$ cat config.mk
export PLATFORM = sky130hd
export DESIGN_NAME = rnns_actfn
export DESIGN_NICKNAME = d
export VERILOG_FILES = /design/src/sv/rnns_pkg.sv /design/src/sv/rnns_actfn.sv
export SDC_FILE = /design/constraint.sdc
export NUM_CORES = 1
export LEC_CHECK = 0
export CELL_PAD_IN_SITES_DETAIL_PLACEMENT = 1
export CELL_PAD_IN_SITES_GLOBAL_PLACEMENT = 1
export CORE_MARGIN = 10
export CORE_UTILIZATION = 45
export DETAILED_ROUTE_END_ITERATION = 10
export DONT_BUFFER_PORTS = 1
export PLACE_DENSITY_LB_ADDON = 0.12
export SLEW_MARGIN = 15
export SYNTH_ARGS = -nofsm -noshare
export SYNTH_HDL_FRONTEND = slang
export SYNTH_SLANG_ARGS = --single-unit
$ cat constraint.sdc
create_clock -name vclk -period 11.5
set_input_delay 0.575 -clock vclk [all_inputs]
set_output_delay 0.575 -clock vclk [all_outputs]
set_load 0.01 [all_outputs]
$ cat src/sv/rnns_pkg.sv
`timescale 1ns / 1ps
// ----------------------------------------------------------------------------
// rnns_pkg
// Shared types, codes and the logistic table of the recurrent network step.
// ----------------------------------------------------------------------------
package rnns_pkg;

  // counter width covering up to 256 neurons, parameter pointer width
  localparam int CNT_W = 9;
  localparam int PTR_W = 18;
  localparam int IXW   = 17;

  // activation function codes
  localparam logic [2:0] FN_LOGISTIC  = 3'd1;
  localparam logic [2:0] FN_PLOGISTIC = 3'd2;
  localparam logic [2:0] FN_STEP      = 3'd3;
  localparam logic [2:0] FN_RELU      = 3'd4;
  localparam logic [2:0] FN_TANH      = 3'd5;

  // input transaction actions
  localparam logic [1:0] ACT_LOAD   = 2'd0;
  localparam logic [1:0] ACT_SENSOR = 2'd1;
  localparam logic [1:0] ACT_CLEAR  = 2'd2;

  // configuration register indexes
  localparam logic [2:0] REG_INPUT_COUNT  = 3'd0;
  localparam logic [2:0] REG_HIDDEN_COUNT = 3'd1;
  localparam logic [2:0] REG_OUTPUT_COUNT = 3'd2;
  localparam logic [2:0] REG_BIAS_ENABLE  = 3'd3;
  localparam logic [2:0] REG_HIDDEN_FN    = 3'd4;
  localparam logic [2:0] REG_OUTPUT_FN    = 3'd5;
  localparam logic [2:0] REG_TOPOLOGY     = 3'd6;

  // block kinds of the update plan
  localparam logic [1:0] BK_SKIP = 2'd0;
  localparam logic [1:0] BK_CONN = 2'd1;
  localparam logic [1:0] BK_UPD  = 2'd2;
  localparam logic [1:0] BK_END  = 2'd3;

  // plan steps
  localparam logic [2:0] STEP_IN_HID  = 3'd0;
  localparam logic [2:0] STEP_HID_HID = 3'd1;
  localparam logic [2:0] STEP_HID_UPD = 3'd2;
  localparam logic [2:0] STEP_IN_OUT  = 3'd3;
  localparam logic [2:0] STEP_HID_OUT = 3'd4;
  localparam logic [2:0] STEP_OUT_OUT = 3'd5;
  localparam logic [2:0] STEP_OUT_UPD = 3'd6;
  localparam logic [2:0] STEP_DONE    = 3'd7;

  typedef struct packed {
    logic [CNT_W-1:0] n_in;
    logic [CNT_W-1:0] n_hid;
    logic [CNT_W-1:0] n_out;
    logic [CNT_W-1:0] n_io;
    logic [CNT_W-1:0] n_all;
    logic [2:0]       hfun;
    logic [2:0]       ofun;
  } dims_t;

  typedef struct packed {
    logic [1:0]       kind;
    logic [CNT_W-1:0] dst;
    logic [CNT_W-1:0] nd;
    logic [CNT_W-1:0] src;
    logic [CNT_W-1:0] ns;
  } blk_t;

  // 256 * sigma(k/2), k = 0..16
  function automatic logic [8:0] sig_tab(input logic [4:0] k);
    logic [8:0] v;
    unique case (k)
      5'd0:    v = 9'd128;
      5'd1:    v = 9'd159;
      5'd2:    v = 9'd187;
      5'd3:    v = 9'd209;
      5'd4:    v = 9'd225;
      5'd5:    v = 9'd237;
      5'd6:    v = 9'd244;
      5'd7:    v = 9'd248;
      5'd8:    v = 9'd251;
      5'd9:    v = 9'd253;
      5'd10:   v = 9'd254;
      5'd11:   v = 9'd255;
      5'd12:   v = 9'd255;
      default: v = 9'd256;
    endcase
    return v;
  endfunction

endpackage

$ cat src/sv/rnns_actfn.sv
`timescale 1ns / 1ps
// ----------------------------------------------------------------------------
// rnns_actfn
// Neuron activation: table logistic with interpolation, step, ReLU, tanh.
// ----------------------------------------------------------------------------
module rnns_actfn (
  input  logic [2:0]         code,
  input  logic signed [31:0] net,
  input  logic signed [31:0] lgin,
  output logic signed [15:0] act
);
  import rnns_pkg::*;

  logic        neg;
  logic [32:0] ngx;
  logic [31:0] mag;
  logic [3:0]  seg;
  logic [8:0]  t0, t1, y;
  logic [4:0]  diff;
  logic [19:0] ip;
  logic signed [15:0] lg;

  // logistic of lgin
  always_comb begin
    neg  = lgin[31];
    ngx  = -{lgin[31], lgin};
    mag  = neg ? ngx[31:0] : lgin;
    seg  = mag[18:15];
    t0   = sig_tab({1'b0, seg});
    t1   = sig_tab(5'({1'b0, seg}) + 5'd1);
    diff = 5'(t1 - t0);
    ip   = diff * mag[14:0];
    y    = (|mag[31:19]) ? 9'd256 : (t0 + 9'(ip[19:15]));
    lg   = neg ? (16'sd256 - $signed({7'd0, y})) : $signed({7'd0, y});
  end

  // select the neuron function
  always_comb begin
    unique case (code)
      FN_STEP: act = net[31] ? 16'sd0 : 16'sd256;
      FN_RELU: begin
        if (net[31])          act = 16'sd0;
        else if (|net[30:23]) act = 16'sd32767;
        else                  act = $signed({1'b0, net[22:8]});
      end
      FN_TANH: begin
        if (net >= 32'sd655360)       act = 16'sd256;
        else if (net <= -32'sd655360) act = -16'sd256;
        else                          act = 16'(lg * 2) - 16'sd256;
      end
      default: act = lg;
    endcase
  end

endmodule

==> metrics.md, run 1 <==
| Metric | Value |
|---|---|
| GR Util All Layers | 19.82% |
| Setup CP Type | primary input to primary output |
| Number of max-cap violations | 0 |
| Yosys top cell area share | 17.07% |
| 1st-iter DRT viols | 192 |
| Full die area | 14910 um2 |
| Ports | 83 |
| ANT nets after route | 0 |
| Seq/Total Area, Yosys | 0% |
| Antenna cells | 0 |
| Buffers and inverters on the worst path | 9 |
| Most frequent cell after synthesis | inv_1 |
| Crit-path max FO | 7 |
| Fin. max-slew vios | 0 |
| Post-synth top cells | inv_1 (77), nor2_1 (69), ha_1 (50) |
| Drt pass-1 iters | 4 |
| Synthesis warning total | 0 |
| Least-Margin Pin Slew | 1052 ps |
| Syn-to-layout area delta | 14.00% |
| Seq cells | 0 |
| Post-Syn Area | 4692 um2 |
| Period utilisation layout | 99.11% |
| Register area | 0 um2 |
| Distinct cells, synth | 83 |
| Clock buffer cells | 0 |
| Crit path capture | act[10] |
| Via count | 4676 |
| Gpl congestion | 0.8709 |
| Final Hold Fails | 0 |
| Die height | 122.1 um |
| Status | complete, no violations |
| Setup_tns | 0 ps |
| Max Fclk | 0.08773 GHz |
| First-pass GRT wire length | 24.79 mm |
| Vias per inst | 5.874 |
| Slowest cell delay on critical path | 550 ps |
| Die outline width | 122.1 um |
| Filler cells | 1295 |
| DRC viols | 0 |
| Final WL | 15.46 mm |
| Syn nets | 796 |
| Final setup fails | 0 |
| CTS Hold Bufs | 0 |
| Layout cells sized above 1 | 22.12% |
| WP data required | 10930 ps |
| WP depth | 49 |
| Hold Slack | 1331 ps |
| Top cell type by total area after synthesis | fa_1 |
| Core Region | 10230 um2 |
| Element type at the critical path end | primary output |
| Initial antenna violation count | 0 |
| Hold WC Path Type | primary input to primary output |
| Final Cell Area | 5349 um2 |
| Vias in the first global route | 5003 |
| Placed cell area | 5014 um2 |
| Post-DP HPWL | 12.80 mm |
| Final Net Count | 819 |
| Minimum clock period | 11400 ps |
| Slowest-stage cell, CP | fa_1 |
| Port Buffers | 0 |
| RSZ-0062 raised after global routing | yes |
| Site Rows | 37 |
| WL/cell | 19.42 um |
| Synth Instances | 639 |
| Grt total ovfl | 0 |
| Startpoint Class | primary input |
| Critical path origin | lgin[1] |
| Worst rel slew slack | 29.69% |
| Largest net degree at the start of global routing | 49 |
| Starting density of the core | 45.86% |
| Synth top area cells | fa_1 (17%), ha_1 (13%), inv_1 (6.2%), nor2_1 (5.5%), xor2_1 (4.7%) |
| Crit-path leading delay family | adder cells |
| Crit path DAT | 10820 ps |
| Synthesized area per cell | 7.343 um2 |
| Worst path most repeated cell | inv_1 |
## layout by cell type, fill, tap and decap left out, types with 6 or more instances in the layout
cell / count
inv_1: 74
nor2_1: 62
ha_1: 44
buf_4: 43
fa_1: 38
nand2_1: 34
o21ai_0: 32
a21oi_1: 27
xor2_1: 24
or2_2: 21
nor2b_1: 21
nor3_1: 19
nand3_1: 12
xnor2_1: 10
a21o_1: 9
nor4_1: 8
a31oi_1: 8
or3_1: 6
a21oi_2: 6
a211oi_1: 6
and3_1: 6
nand3b_1: 6
nor2_2: 6
o31ai_1: 6
## how the worst min path moves through the flow
stage,from,slack [ps],depth (start not counted),to
final,net[22],1330,2,act[14]
after global routing,net[22],1350,2,act[14]
after CTS,net[22],1330,2,act[14]
after detailed placement,net[22],1330,2,act[14]
after global placement,net[22],1330,2,act[14]
after floorplan,net[22],1310,2,act[14]
## what timing repair did
item / in CTS / in global routing
endpoints found under the setup margin: 8 / 9
pin swaps: 13 / 35
gates resized for setup: 19 / 39
setup buffers: 5 / 8
cloned: 0 / 0
## area by class of cell
cell class	instances	area, um2	share of cell area (%)
Timing Repair Buffer	44	342.8	6.409
Tap cell	136	170.2	3.181
Multi-Input combinational cell	537	4539	84.87
Inverter	79	296.5	5.544
## kinds of logic (layout without fill, tap and decap cells)
| logic type | after synthesis | in the layout | synth area share [%] |
|---|---|---|---|
| simple gates | 255 | 255 | 30.40 |
| compound gates | 145 | 145 | 20.83 |
| buf+inv | 102 | 123 | 8.533 |
| fa+ha+maj | 90 | 90 | 30.40 |
| xor+xnor | 41 | 41 | 8.533 |
| mux | 6 | 6 | 1.307 |
## stage by stage
stage                     cells  utilization [%]  setup slack, ps
after floorplan             639                -            26.73
after global routing        796            52.28           -401.6
after detailed placement    783            49.00           -576.3
final                       796            52.28            102.0
after CTS                   788            50.14            41.35
after global placement      783            49.00           -301.4
## per-layer routing
metal	part of all wire [%]	global-route usage, %
met1	40	22.61
met3	5.7	3.377
met4	2.1	3.166
met2	53	37.99
met5	0	0
Power of run 1 is left out: the tool's default activity adds up to more than one toggle a clock period on the data nets, which glitch-free logic cannot reach.
==> run 2, diff against run 1 <==
--- a/config.mk
+++ b/config.mk
@@ -11,7 +11,8 @@
 export CORE_UTILIZATION = 45
 export DETAILED_ROUTE_END_ITERATION = 10
 export DONT_BUFFER_PORTS = 1
-export PLACE_DENSITY_LB_ADDON = 0.12
+export PLACE_DENSITY = 0.82
+export SETUP_SLACK_MARGIN = 0.1
 export SLEW_MARGIN = 15
 export SYNTH_ARGS = -nofsm -noshare
 export SYNTH_HDL_FRONTEND = slang
==> metrics.md, run 2 (synthesis results as in run 1) <==
| Metric | Value |
|---|---|
| Status | complete, no violations (unchanged) |
| HP Start | net[22] (unchanged) |
| Die outline width | 122.1 um (unchanged) |
| Period utilisation layout | 96.67% (was 99.11%) |
| RSZ-0062 raised after global routing | yes (unchanged) |
| DRC viols | 0 (unchanged) |
| Worst path most repeated cell | inv_1 (unchanged) |
| Gpl congestion | 0.8567 (was 0.8709) |
| Clock buffer cells | 0 (unchanged) |
| Vias in the first global route | 5198 (was 5003) |
| Final setup fails | 0 (unchanged) |
| Syn-to-layout area delta | 13.92% (was 14.00%) |
| Drt pass-1 iters | 4 (unchanged) |
| Crit path DAT | 10540 ps (was 10820 ps) |
| Hold WC Path Type | primary input to primary output (unchanged) |
| Commonest non-fill, non-tap cell in the layout | inv_1 (unchanged) |
| Final Hold Fails | 0 (unchanged) |
| GR Util All Layers | 19.87% (was 19.82%) |
| WL/cell | 19.31 um (was 19.42 um) |
| Element type at the critical path end | primary output (unchanged) |
| Final WL | 15.41 mm (was 15.46 mm) |
| Port Buffers | 0 (unchanged) |
| Max Fclk | 0.08995 GHz (was 0.08773 GHz) |
| Layout cells sized above 1 | 21.15% (was 22.12%) |
| Ports | 83 (unchanged) |
| ANT nets after route | 0 (unchanged) |
| Number of max-cap violations | 0 (unchanged) |
| Antenna cells | 0 (unchanged) |
| Most frequent cells in the layout | inv_1 (73), nor2_1 (66), buf_4 (46), ha_1 (43), fa_1 (38) (was inv_1 (74), nor2_1 (62), ha_1 (44), buf_4 (43), fa_1 (38)) |
| Startpoint Class | primary input (unchanged) |
| 1st-iter DRT viols | 208 (was 192) |
| Via count | 4763 (was 4676) |
| Die height | 122.1 um (unchanged) |
| Fin. max-slew vios | 0 (unchanged) |
| Initial antenna violation count | 0 (unchanged) |
| Hold Slack | 1332 ps (was 1331 ps) |
| WP data required | 10930 ps (about the same) |
| Setup CP Type | primary input to primary output (unchanged) |
| Site Rows | 37 (unchanged) |
| Vias per inst | 5.969 (was 5.874) |
| Starting density of the core | 45.86% (unchanged) |
| Slowest cell delay on critical path | 550 ps (about the same) |
| Critical path origin | lgin[1] (unchanged) |
| Core Region | 10230 um2 (unchanged) |
| Final Net Count | 821 (was 819) |
| Minimum clock period | 11120 ps (was 11400 ps) |
| Crit-path max FO | 7 (unchanged) |
| Largest net degree at the start of global routing | 49 (unchanged) |
| Post-DP HPWL | 12.63 mm (was 12.80 mm) |
| Slowest-stage cell, CP | fa_1 (unchanged) |
| Least-Margin Pin Slew | 603.3 ps (was 1052 ps) |
| Worst rel slew slack | 59.65% (was 29.69%) |
| Full die area | 14910 um2 (unchanged) |
| First-pass GRT wire length | 25.30 mm (was 24.79 mm) |
| Register area | 0 um2 (unchanged) |
| CTS Hold Bufs | 0 (unchanged) |
| Grt total ovfl | 0 (unchanged) |
| Seq cells | 0 (unchanged) |
[run 2: cell type report]
class | instances | area (um2)
Timing Repair Buffer | 46 | 345.3
Fill cell | 1300 | 4886
Multi-Input combinational cell | 537 | 4527
Tap cell | 136 | 170.2
Inverter | 79 | 302.8
[run 2: per-layer routing]
layer	routed length [um]	global-route usage, %	vias up
li1	-	-	2263
met3	646	2.128	16
met2	8086	36.84	105
met1	6407	23.97	2379
met4	270	4.345	0
met5	0	0	-
[run 2: path summary, 6_finish.rpt]
path                       to  slack (ps)  cells after the start
worst min-delay path  act[14]        1330                      2
worst max-delay path  act[10]         380                     50
[run 2: critical path: cells and delay by family]
kind | cells | cell delay (ps)
AO/OA/AOI/OAI | 13 | 1980
XOR/XNOR | 4 | 690
adder cells (fa/ha/maj) | 12 | 3830
multiplexers | 1 | 270
buffers and inverters | 10 | 790
AND/OR/NAND/NOR | 10 | 2400
[run 2: stage by stage]
step / setup slack, ps / util (%) / cells / instance area, um2 / TNS (ps)
global route: -154.8 / 52.24 / 798 / 5345 / -225.0
global placement: 64.12 / 48.66 / 778 / 4979 / 0
floorplan: 109.1 / - / 639 / 4726 / 0
CTS: 108.2 / 49.71 / 785 / 5086 / 0
finish: 383.1 / 52.24 / 798 / 5345 / 0
detailed placement: -329.4 / 48.66 / 778 / 4979 / -604.3
[run 2: timing repair]
item / 4_1_cts / 5_1_grt
pin swaps: 14 / 25
setup endpoints to repair: 6 / 10
resized for setup: 15 / 34
buffers inserted: 7 / 13
endpoints found under the hold margin: 0 / 0
Power of run 2 is left out for the same reason.
