File: config.mk
export PLATFORM = sky130hd
export DESIGN_NAME = rnns_plan
export DESIGN_NICKNAME = d
export VERILOG_FILES = /design/src/sv/rnns_pkg.sv /design/src/sv/rnns_plan.sv
export SDC_FILE = /design/constraint.sdc
export NUM_CORES = 1
export LEC_CHECK = 0
export ABC_AREA = 1
export ABC_CLOCK_PERIOD_IN_PS = 7500
export BUFFER_PORTS_ARGS = -buffer_cell sky130_fd_sc_hd__buf_4
export CORE_MARGIN = 4
export CORE_UTILIZATION = 30
export DETAILED_ROUTE_END_ITERATION = 6
export PLACE_DENSITY_LB_ADDON = 0.1
export SLEW_MARGIN = 20
export SYNTH_ARGS = -nofsm -noshare
export SYNTH_HDL_FRONTEND = slang
export SYNTH_SLANG_ARGS = --single-unit
File: constraint.sdc
create_clock -name vclk -period 7.5
set_input_delay 1.5 -clock vclk [all_inputs]
set_output_delay 1.5 -clock vclk [all_outputs]
set_load 0.01 [all_outputs]
File: src/sv/rnns_pkg.sv
`timescale 1ns / 1ps
// ----------------------------------------------------------------------------
// rnns_pkg
// Shared types, codes and the logistic table of the recurrent network step.
// ----------------------------------------------------------------------------
package rnns_pkg;

  // counter width covering up to 256 neurons, parameter pointer width
  localparam int CNT_W = 9;
  localparam int PTR_W = 18;
  localparam int IXW   = 17;

  // activation function codes
  localparam logic [2:0] FN_LOGISTIC  = 3'd1;
  localparam logic [2:0] FN_PLOGISTIC = 3'd2;
  localparam logic [2:0] FN_STEP      = 3'd3;
  localparam logic [2:0] FN_RELU      = 3'd4;
  localparam logic [2:0] FN_TANH      = 3'd5;

  // input transaction actions
  localparam logic [1:0] ACT_LOAD   = 2'd0;
  localparam logic [1:0] ACT_SENSOR = 2'd1;
  localparam logic [1:0] ACT_CLEAR  = 2'd2;

  // configuration register indexes
  localparam logic [2:0] REG_INPUT_COUNT  = 3'd0;
  localparam logic [2:0] REG_HIDDEN_COUNT = 3'd1;
  localparam logic [2:0] REG_OUTPUT_COUNT = 3'd2;
  localparam logic [2:0] REG_BIAS_ENABLE  = 3'd3;
  localparam logic [2:0] REG_HIDDEN_FN    = 3'd4;
  localparam logic [2:0] REG_OUTPUT_FN    = 3'd5;
  localparam logic [2:0] REG_TOPOLOGY     = 3'd6;

  // block kinds of the update plan
  localparam logic [1:0] BK_SKIP = 2'd0;
  localparam logic [1:0] BK_CONN = 2'd1;
  localparam logic [1:0] BK_UPD  = 2'd2;
  localparam logic [1:0] BK_END  = 2'd3;

  // plan steps
  localparam logic [2:0] STEP_IN_HID  = 3'd0;
  localparam logic [2:0] STEP_HID_HID = 3'd1;
  localparam logic [2:0] STEP_HID_UPD = 3'd2;
  localparam logic [2:0] STEP_IN_OUT  = 3'd3;
  localparam logic [2:0] STEP_HID_OUT = 3'd4;
  localparam logic [2:0] STEP_OUT_OUT = 3'd5;
  localparam logic [2:0] STEP_OUT_UPD = 3'd6;
  localparam logic [2:0] STEP_DONE    = 3'd7;

  typedef struct packed {
    logic [CNT_W-1:0] n_in;
    logic [CNT_W-1:0] n_hid;
    logic [CNT_W-1:0] n_out;
    logic [CNT_W-1:0] n_io;
    logic [CNT_W-1:0] n_all;
    logic [2:0]       hfun;
    logic [2:0]       ofun;
  } dims_t;

  typedef struct packed {
    logic [1:0]       kind;
    logic [CNT_W-1:0] dst;
    logic [CNT_W-1:0] nd;
    logic [CNT_W-1:0] src;
    logic [CNT_W-1:0] ns;
  } blk_t;

  // 256 * sigma(k/2), k = 0..16
  function automatic logic [8:0] sig_tab(input logic [4:0] k);
    logic [8:0] v;
    unique case (k)
      5'd0:    v = 9'd128;
      5'd1:    v = 9'd159;
      5'd2:    v = 9'd187;
      5'd3:    v = 9'd209;
      5'd4:    v = 9'd225;
      5'd5:    v = 9'd237;
      5'd6:    v = 9'd244;
      5'd7:    v = 9'd248;
      5'd8:    v = 9'd251;
      5'd9:    v = 9'd253;
      5'd10:   v = 9'd254;
      5'd11:   v = 9'd255;
      5'd12:   v = 9'd255;
      default: v = 9'd256;
    endcase
    return v;
  endfunction

endpackage

File: src/sv/rnns_plan.sv
`timescale 1ns / 1ps
// ----------------------------------------------------------------------------
// rnns_plan
// Clamps the configured counts and describes each block of the update plan.
// ----------------------------------------------------------------------------
module rnns_plan #(
  parameter int MAX_NEURONS = 128,
  parameter int MAX_INPUTS  = 32,
  parameter int MAX_OUTPUTS = 16
) (
  input  logic [5:0]      cin,
  input  logic [6:0]      chid,
  input  logic [4:0]      cout,
  input  logic [2:0]      chfn,
  input  logic [2:0]      cofn,
  input  logic [3:0]      ctopo,
  input  logic [2:0]      step,
  output rnns_pkg::dims_t dims,
  output rnns_pkg::blk_t  blk
);
  import rnns_pkg::*;

  localparam int MI_I = (MAX_INPUTS < MAX_NEURONS - 1) ? MAX_INPUTS : MAX_NEURONS - 1;
  localparam int OL_I = (MAX_OUTPUTS < 16) ? MAX_OUTPUTS : 16;
  localparam logic [CNT_W-1:0] MI = CNT_W'(MI_I);
  localparam logic [CNT_W-1:0] OL = CNT_W'(OL_I);
  localparam logic [CNT_W-1:0] NMAX = CNT_W'(MAX_NEURONS);
  localparam logic [CNT_W-1:0] HMAX = CNT_W'(64);

  logic [CNT_W-1:0] n_in, room, olim, n_out, hlim, h0, hid, ho;
  logic [2:0]       hfun, ofun;

  // clamp counts and function codes
  always_comb begin
    n_in  = (cin == 6'd0) ? CNT_W'(1) : ((CNT_W'(cin) > MI) ? MI : CNT_W'(cin));
    room  = NMAX - n_in;
    olim  = (room < OL) ? room : OL;
    n_out = (cout == 5'd0) ? CNT_W'(1) : ((CNT_W'(cout) > olim) ? olim : CNT_W'(cout));
    hlim  = room - n_out;
    h0    = (CNT_W'(chid) > HMAX) ? HMAX : CNT_W'(chid);
    hid   = (h0 > hlim) ? hlim : h0;
    ho    = hid + n_out;
    hfun  = (chfn < FN_LOGISTIC || chfn > FN_TANH) ? FN_LOGISTIC : chfn;
    ofun  = (cofn == 3'd0) ? hfun : ((cofn > FN_TANH) ? FN_LOGISTIC : cofn);
  end

  assign dims.n_in  = n_in;
  assign dims.n_hid = hid;
  assign dims.n_out = n_out;
  assign dims.n_io  = n_in + hid;
  assign dims.n_all = n_in + ho;
  assign dims.hfun  = hfun;
  assign dims.ofun  = ofun;

  // describe the current block
  always_comb begin
    blk = '{kind: BK_END, dst: '0, nd: '0, src: '0, ns: '0};
    if (ctopo[0]) begin
      unique case (step)
        STEP_IN_HID:  blk = '{kind: BK_CONN, dst: n_in, nd: ho, src: '0, ns: n_in};
        STEP_HID_HID: blk = '{kind: BK_CONN, dst: n_in, nd: ho, src: n_in, ns: ho};
        STEP_HID_UPD: blk = '{kind: BK_UPD, dst: n_in, nd: ho, src: '0, ns: '0};
        default:      blk = '{kind: BK_END, dst: '0, nd: '0, src: '0, ns: '0};
      endcase
    end else begin
      unique case (step)
        STEP_IN_HID:
          blk = '{kind: (hid != '0) ? BK_CONN : BK_SKIP,
                  dst: n_in, nd: hid, src: '0, ns: n_in};
        STEP_HID_HID:
          blk = '{kind: (ctopo[2] && hid != '0) ? BK_CONN : BK_SKIP,
                  dst: n_in, nd: hid, src: n_in, ns: hid};
        STEP_HID_UPD:
          blk = '{kind: (hid != '0) ? BK_UPD : BK_SKIP,
                  dst: n_in, nd: hid, src: '0, ns: '0};
        STEP_IN_OUT:
          blk = '{kind: (hid == '0 || ctopo[1]) ? BK_CONN : BK_SKIP,
                  dst: n_in + hid, nd: n_out, src: '0, ns: n_in};
        STEP_HID_OUT:
          blk = '{kind: (hid != '0) ? BK_CONN : BK_SKIP,
                  dst: n_in + hid, nd: n_out, src: n_in, ns: hid};
        STEP_OUT_OUT:
          blk = '{kind: ctopo[3] ? BK_CONN : BK_SKIP,
                  dst: n_in + hid, nd: n_out, src: n_in + hid, ns: n_out};
        STEP_OUT_UPD:
          blk = '{kind: BK_UPD, dst: n_in + hid, nd: n_out, src: '0, ns: '0};
        STEP_DONE:
          blk = '{kind: BK_END, dst: '0, nd: '0, src: '0, ns: '0};
      endcase
    end
  end

endmodule

==> results of run 1 <==
==> cell families (layout without fill, tap and decap cells) <==
logic type      Yosys count  after routing  share of synthesized area (%)
other cells               2             26                         0.2826
fa+ha+maj                45             45                          22.32
compound gates           85             85                          20.15
simple gates            188            188                          31.83
buf+inv                 114            324                          17.84
xor+xnor                 23             23                          7.580
==> synth_stat cells <==
| master | instances | area (sq um) |
|---|---|---|
| a21oi_2 | 1 | 8.760 |
| nand3_1 | 18 | 90.09 |
| a21oi_1 | 32 | 160.2 |
| fa_1 | 4 | 80.08 |
| inv_1 | 96 | 360.4 |
| o31ai_1 | 1 | 7.510 |
| clkinv_1 | 1 | 3.750 |
| o221ai_1 | 12 | 105.1 |
| nand2_1 | 95 | 356.6 |
| a22oi_1 | 2 | 15.01 |
| clkbuf_1 | 4 | 15.01 |
| a21oi_4 | 2 | 32.53 |
| nor3_1 | 4 | 20.02 |
| o22ai_1 | 13 | 81.33 |
| nand2_2 | 12 | 75.07 |
| or2_1 | 1 | 6.260 |
| conb_1 | 2 | 7.510 |
| nand3_2 | 1 | 10.01 |
| nor2_1 | 36 | 135.1 |
| nand3b_1 | 1 | 7.510 |
| xor2_1 | 16 | 140.1 |
| buf_4 | 12 | 90.09 |
| nand4_1 | 13 | 81.33 |
| nand4_4 | 1 | 21.27 |
| and2_1 | 1 | 6.260 |
| o21bai_1 | 2 | 15.01 |
| ha_1 | 41 | 513.0 |
| a31oi_1 | 2 | 12.51 |
| nand2_4 | 1 | 11.26 |
| a221o_1 | 1 | 10.01 |
| o21a_1 | 1 | 7.510 |
| xnor2_1 | 7 | 61.31 |
| o21ai_0 | 16 | 80.08 |
| buf_2 | 1 | 5.000 |
| nor2_2 | 4 | 25.02 |
==> layout make-up <==
type / count / area, sq um / area share (%)
Multi-Input combinational cell: 367 / 3060 / 56.98
Inverter: 97 / 371.6 / 6.918
Timing Repair Buffer: 227 / 1804 / 33.59
Tap cell: 108 / 135.1 / 2.516
==> stage by stage <==
stage          worst slack, ps  cells
2_1_floorplan           -270.2    481
3_3_place_gp            -639.4    772
5_1_grt                 -997.4    799
3_5_place_dp            -773.7    772
4_1_cts                 -523.7    796
6_report                -573.9    799
==> routing by layer <==
layer | GRT usage (%) | part of all wire (%)
met1 | 28.00 | 44
met2 | 35.23 | 47
met3 | 0.9556 | 6.5
met4 | 3.734 | 2.2
met5 | 0 | 0
==> critical path, delay by kind of cell <==
kind	cells	cell delay (ps)
buffers and inverters	12	990
xor gates and xnor gates	3	600
AOI/OAI and AO/OA	7	740
adders and majority gates	6	1590
and+or+nand+nor	13	1110
==> timing repair <==
action,in CTS,in global routing
hold endpoints to repair,0,0
pin swaps,48,58
resized for setup,61,64
setup buffers,24,16
setup endpoints to repair,38,44
==> path summary, 6_finish.rpt <==
kind | to | slack (ps)
max | dims[13] | -570
min | dims[4] | 3270
==> power groups by stage <==
stage / sequential [mW] / clock [mW] / combinational, mW
2_1_floorplan: 0 / 0 / 0.394
3_3_place_gp: 0 / 0 / 0.724
3_5_place_dp: 0 / 0 / 0.732
4_1_cts: 0 / 0 / 0.836
5_1_grt: 0 / 0 / 1.01
6_report: 0 / 0 / 0.928
==> reports/qor.yml, run 1 <==
placed_area_sq_um: 4591
grt_max_degree: 12
place.gp.congestion: 0.9520
tightestPinTransition_ps: 717.6
slew_headroom_pct: 51.98
nClkBuffers: 0
critPathCaptureType: "output pin"
p_switching_uw: 456.4
rows: 34
drv_slew: 0
io_pins: 120
startpoint: "cout[4]"
finalNetCount: 769
finalSetupTns_ps: -5068
status: "complete, but fails checks"
antenna_left: 0
setup-violations-final: 20
failed_checks: "setup timing"
synth_cell_types: 35
final-seq-area_sq_um: 0
final_common_cell: "buf_4"
start_util_pct: 30.62
start_kind: "input pin"
drt_iter0_markers: 104
routed_wl_mm: 11.28
antenna_cells: 0
hold_ws_ps: 3273
ys_seq_area_share_pct: 0
rsz0062_at_grt: "true"
dr.pass1.iters: 4
area_growth_pct: 102.1
path_max_fanout: 5
leakagePower_nw: 2.860
routedWlPerCell_um: 14.12
die_w_um: 102.1
vias: 3773
drc: 0
cp_data_required_time_ps: 6000
io_buffers: 106
hold_violations: 0
whs_path_depth: 3
min_path_type: "input pin to output pin"
finalWorstSetupSlack_ps: -573.9
dp_hpwl_mm: 9.319
die-area_sq_um: 10430
cap_violations: 0
fin_area_sq_um: 5371
antenna_found_initial: 0
drive_gt1_share_pct: 54.70
clock_power_share_pct: 0
intPower_uw: 472.0
power_uw: 928.4
synth.avg_cell_area_sq_um: 5.815
cp_slowest_cell: "fa_2"
hold_buffers: 0
crit_type: "input pin to output pin"
p_comb_share_pct: 100.0
synth_area_sq_um: 2658
gr-total-overflow: 0
crit_arrival_ps: 6570
core_sq_um: 8678
crit_path_frequent_cell: "inv_2"
mostFrequentLayoutCells: "buf_4 (206), inv_1 (81), nand2_1 (76)"
vdd_drop_max_uv: 60.71
vias_per_cell: 4.722
utilization_pct: 61.89
ys_warn_count: 0
grt.total_usage_pct: 20.26
fin_crit_sh_pct: 107.7
grt_pass1_wl_mm: 17.11
design.seq.count: 0
hold_start: "chfn[2]"
grt_pass1_vias: 3626
max_freq_mhz: 123.9
n_fill_cell: 830
synthCells: 457
pwr_density_cell_nw_per_um2: 172.9
die_h_um: 102.1
min_period_ps: 8074
power_frac_seq_pct: 0
cp_slowest_stage_delay_ps: 410
p_sw_share_pct: 49.16
(Power assumes the default switching activity.)
==> inputs of run 2 (changes only) <==
--- a/config.mk
+++ b/config.mk
@@ -5,13 +5,12 @@
 export SDC_FILE = /design/constraint.sdc
 export NUM_CORES = 1
 export LEC_CHECK = 0
-export ABC_AREA = 1
 export ABC_CLOCK_PERIOD_IN_PS = 7500
 export BUFFER_PORTS_ARGS = -buffer_cell sky130_fd_sc_hd__buf_4
 export CORE_MARGIN = 4
 export CORE_UTILIZATION = 30
 export DETAILED_ROUTE_END_ITERATION = 6
-export PLACE_DENSITY_LB_ADDON = 0.1
+export PLACE_DENSITY = 0.65
 export SLEW_MARGIN = 20
 export SYNTH_ARGS = -nofsm -noshare
 export SYNTH_HDL_FRONTEND = slang
==> reports/qor.yml, run 2 <==
crit_path_frequent_cell: "ha_1"
final_common_cell: "buf_4"
routed_wl_mm: 12.35
hold_violations: 0
power_uw: 884.5
gr-total-overflow: 0
grt_pass1_wl_mm: 19.64
ys_seq_area_share_pct: 0
tightestPinTransition_ps: 1049
vias: 3945
cp_slowest_cell: "fa_2"
grt_pass1_vias: 3918
grt_max_degree: 34
startpoint: "cout[1]"
crit_arrival_ps: 7030
area_growth_pct: 83.79
critPathCaptureType: "output pin"
synth_area_sq_um: 2863
placed_cells: 764
synth_cell_types: 65
drc: 0
finalWorstSetupSlack_ps: -1032
die_w_um: 105.7
drive_gt1_share_pct: 50.08
nClkBuffers: 0
hold_buffers: 0
dr.pass1.iters: 4
finalNetCount: 733
place.gp.congestion: 0.9813
synth_common_cells: "nor2_1 (50), ha_1 (41), a21oi_1 (35), inv_1 (35), nand2_1 (26)"
pwr_density_cell_nw_per_um2: 168.1
path_max_fanout: 5
cp_data_required_time_ps: 6000
mostFrequentLayoutCells: "buf_4 (223), nor2_1 (46), ha_1 (32)"
hold_start: "chfn[0]"
grt.total_usage_pct: 21.05
cp.depth: 32
start_kind: "input pin"
ys_warn_count: 0
synth.area.top_cells: "ha_1 (18%), nor2_1 (6.6%), a21oi_1 (6.1%)"
die_h_um: 105.7
status: "complete, but fails checks"
leakagePower_nw: 2.605
routedWlPerCell_um: 15.75
drv_slew: 0
antenna_found_initial: 0
failed_checks: "setup timing"
dp_hpwl_mm: 10.14
yosysTopAreaCell: "ha_1"
slew_headroom_pct: 29.82
crit_type: "input pin to output pin"
vdd_drop_max_uv: 124.1
io_buffers: 106
antenna_left: 0
fin_crit_sh_pct: 113.8
n_fill_cell: 892
min_path_type: "input pin to output pin"
cp_slowest_stage_delay_ps: 410
rsz0062_at_grt: "true"
instances_no_fill: 784
cap_violations: 0
multiInputGateArea_sq_um: 3143
final-seq-area_sq_um: 0
cp_top_family: "compound AO/OA/AOI/OAI gates"
synthMostInstantiatedCell: "nor2_1"
start_util_pct: 30.84
yosysTopAreaCellShare_pct: 17.92
io_pins: 120
hold_ws_ps: 3268
die-area_sq_um: 11170
drt_iter0_markers: 243
dp_slack_ps: -1319
synthCells: 429
synth.avg_cell_area_sq_um: 6.673
core_sq_um: 9284
setup-violations-final: 44
max_freq_mhz: 117.2
design.seq.count: 0
antenna_cells: 0
whs_path_depth: 4
vias_per_cell: 5.032
rows: 35
min_period_ps: 8532
cp_num_buf_inv: 5
[run 2: cell count changes after synthesis, sizes merged, moves of 12 or more]
cell,before,now
nand2,108,27
inv,96,35
nor2b,0,21
clkbuf,4,18
nand3,19,6
o22ai,13,1
[run 2: kinds of logic (layout without fill, tap and decap cells)]
family / count (synthesis) / count (layout) / synth area share [%]
AO/OA/AOI/OAI: 132 / 132 / 31.69
XOR/XNOR: 24 / 24 / 7.343
adder cells (fa/ha/maj): 45 / 45 / 20.72
buffers and inverters: 68 / 270 / 10.53
multiplexers: 9 / 9 / 3.759
other: 2 / 26 / 0.2623
AND/OR/NAND/NOR: 149 / 149 / 25.70
[run 2: area by class of cell]
class	count	share of cell area [%]
Multi-Input combinational cell	385	59.74
Inverter	35	2.735
Timing Repair Buffer	235	34.46
Tap cell	129	3.068
[run 2: repair_timing]
action                                 in CTS  in global routing
pin swaps                                  38                 32
setup endpoints to repair                  45                 45
endpoints found under the hold margin       0                  0
buffers inserted                           14                  7
resized for setup                          23                 34
[run 2: worst paths after layout]
check	end	slack (ps)
worst max-delay path	dims[13]	-1030
worst min-delay path	dims[3]	3270
[run 2: per-layer routing]
layer	share of wire (%)	track usage, %	wire, um	vias to the layer above
li1	-	-	-	1960
met1	44	28.64	5408	1828
met2	48	36.48	5968	138
met3	6.1	2.143	748	19
met4	1.8	3.330	222	0
met5	0	0	0	-
[run 2: tightest hold or removal path, stage by stage]
cell     delay (ps)
buf_4            80
a21oi_1          40
inv_1            50
buf_4           110
[run 2: metrics by stage]
| stage | area [sq um] | TNS [ps] | utilization, % |
|---|---|---|---|
| 6_report | 5261 | -25740 | 56.67 |
| 5_1_grt | 5261 | -35730 | 56.67 |
| 4_1_cts | 5051 | -21900 | 54.41 |
| 3_5_place_dp | 4847 | -33310 | 52.21 |
| 3_3_place_gp | 4847 | -26810 | 52.21 |
| 2_1_floorplan | 3248 | -8006 | - |
[run 2: power by group]
group / total [mW] / internal [mW] / switching, mW / leakage, nW
combinational: 0.885 / 0.471 / 0.414 / 2.61
clock: 0 / 0 / 0 / 0
sequential: 0 / 0 / 0 / 0
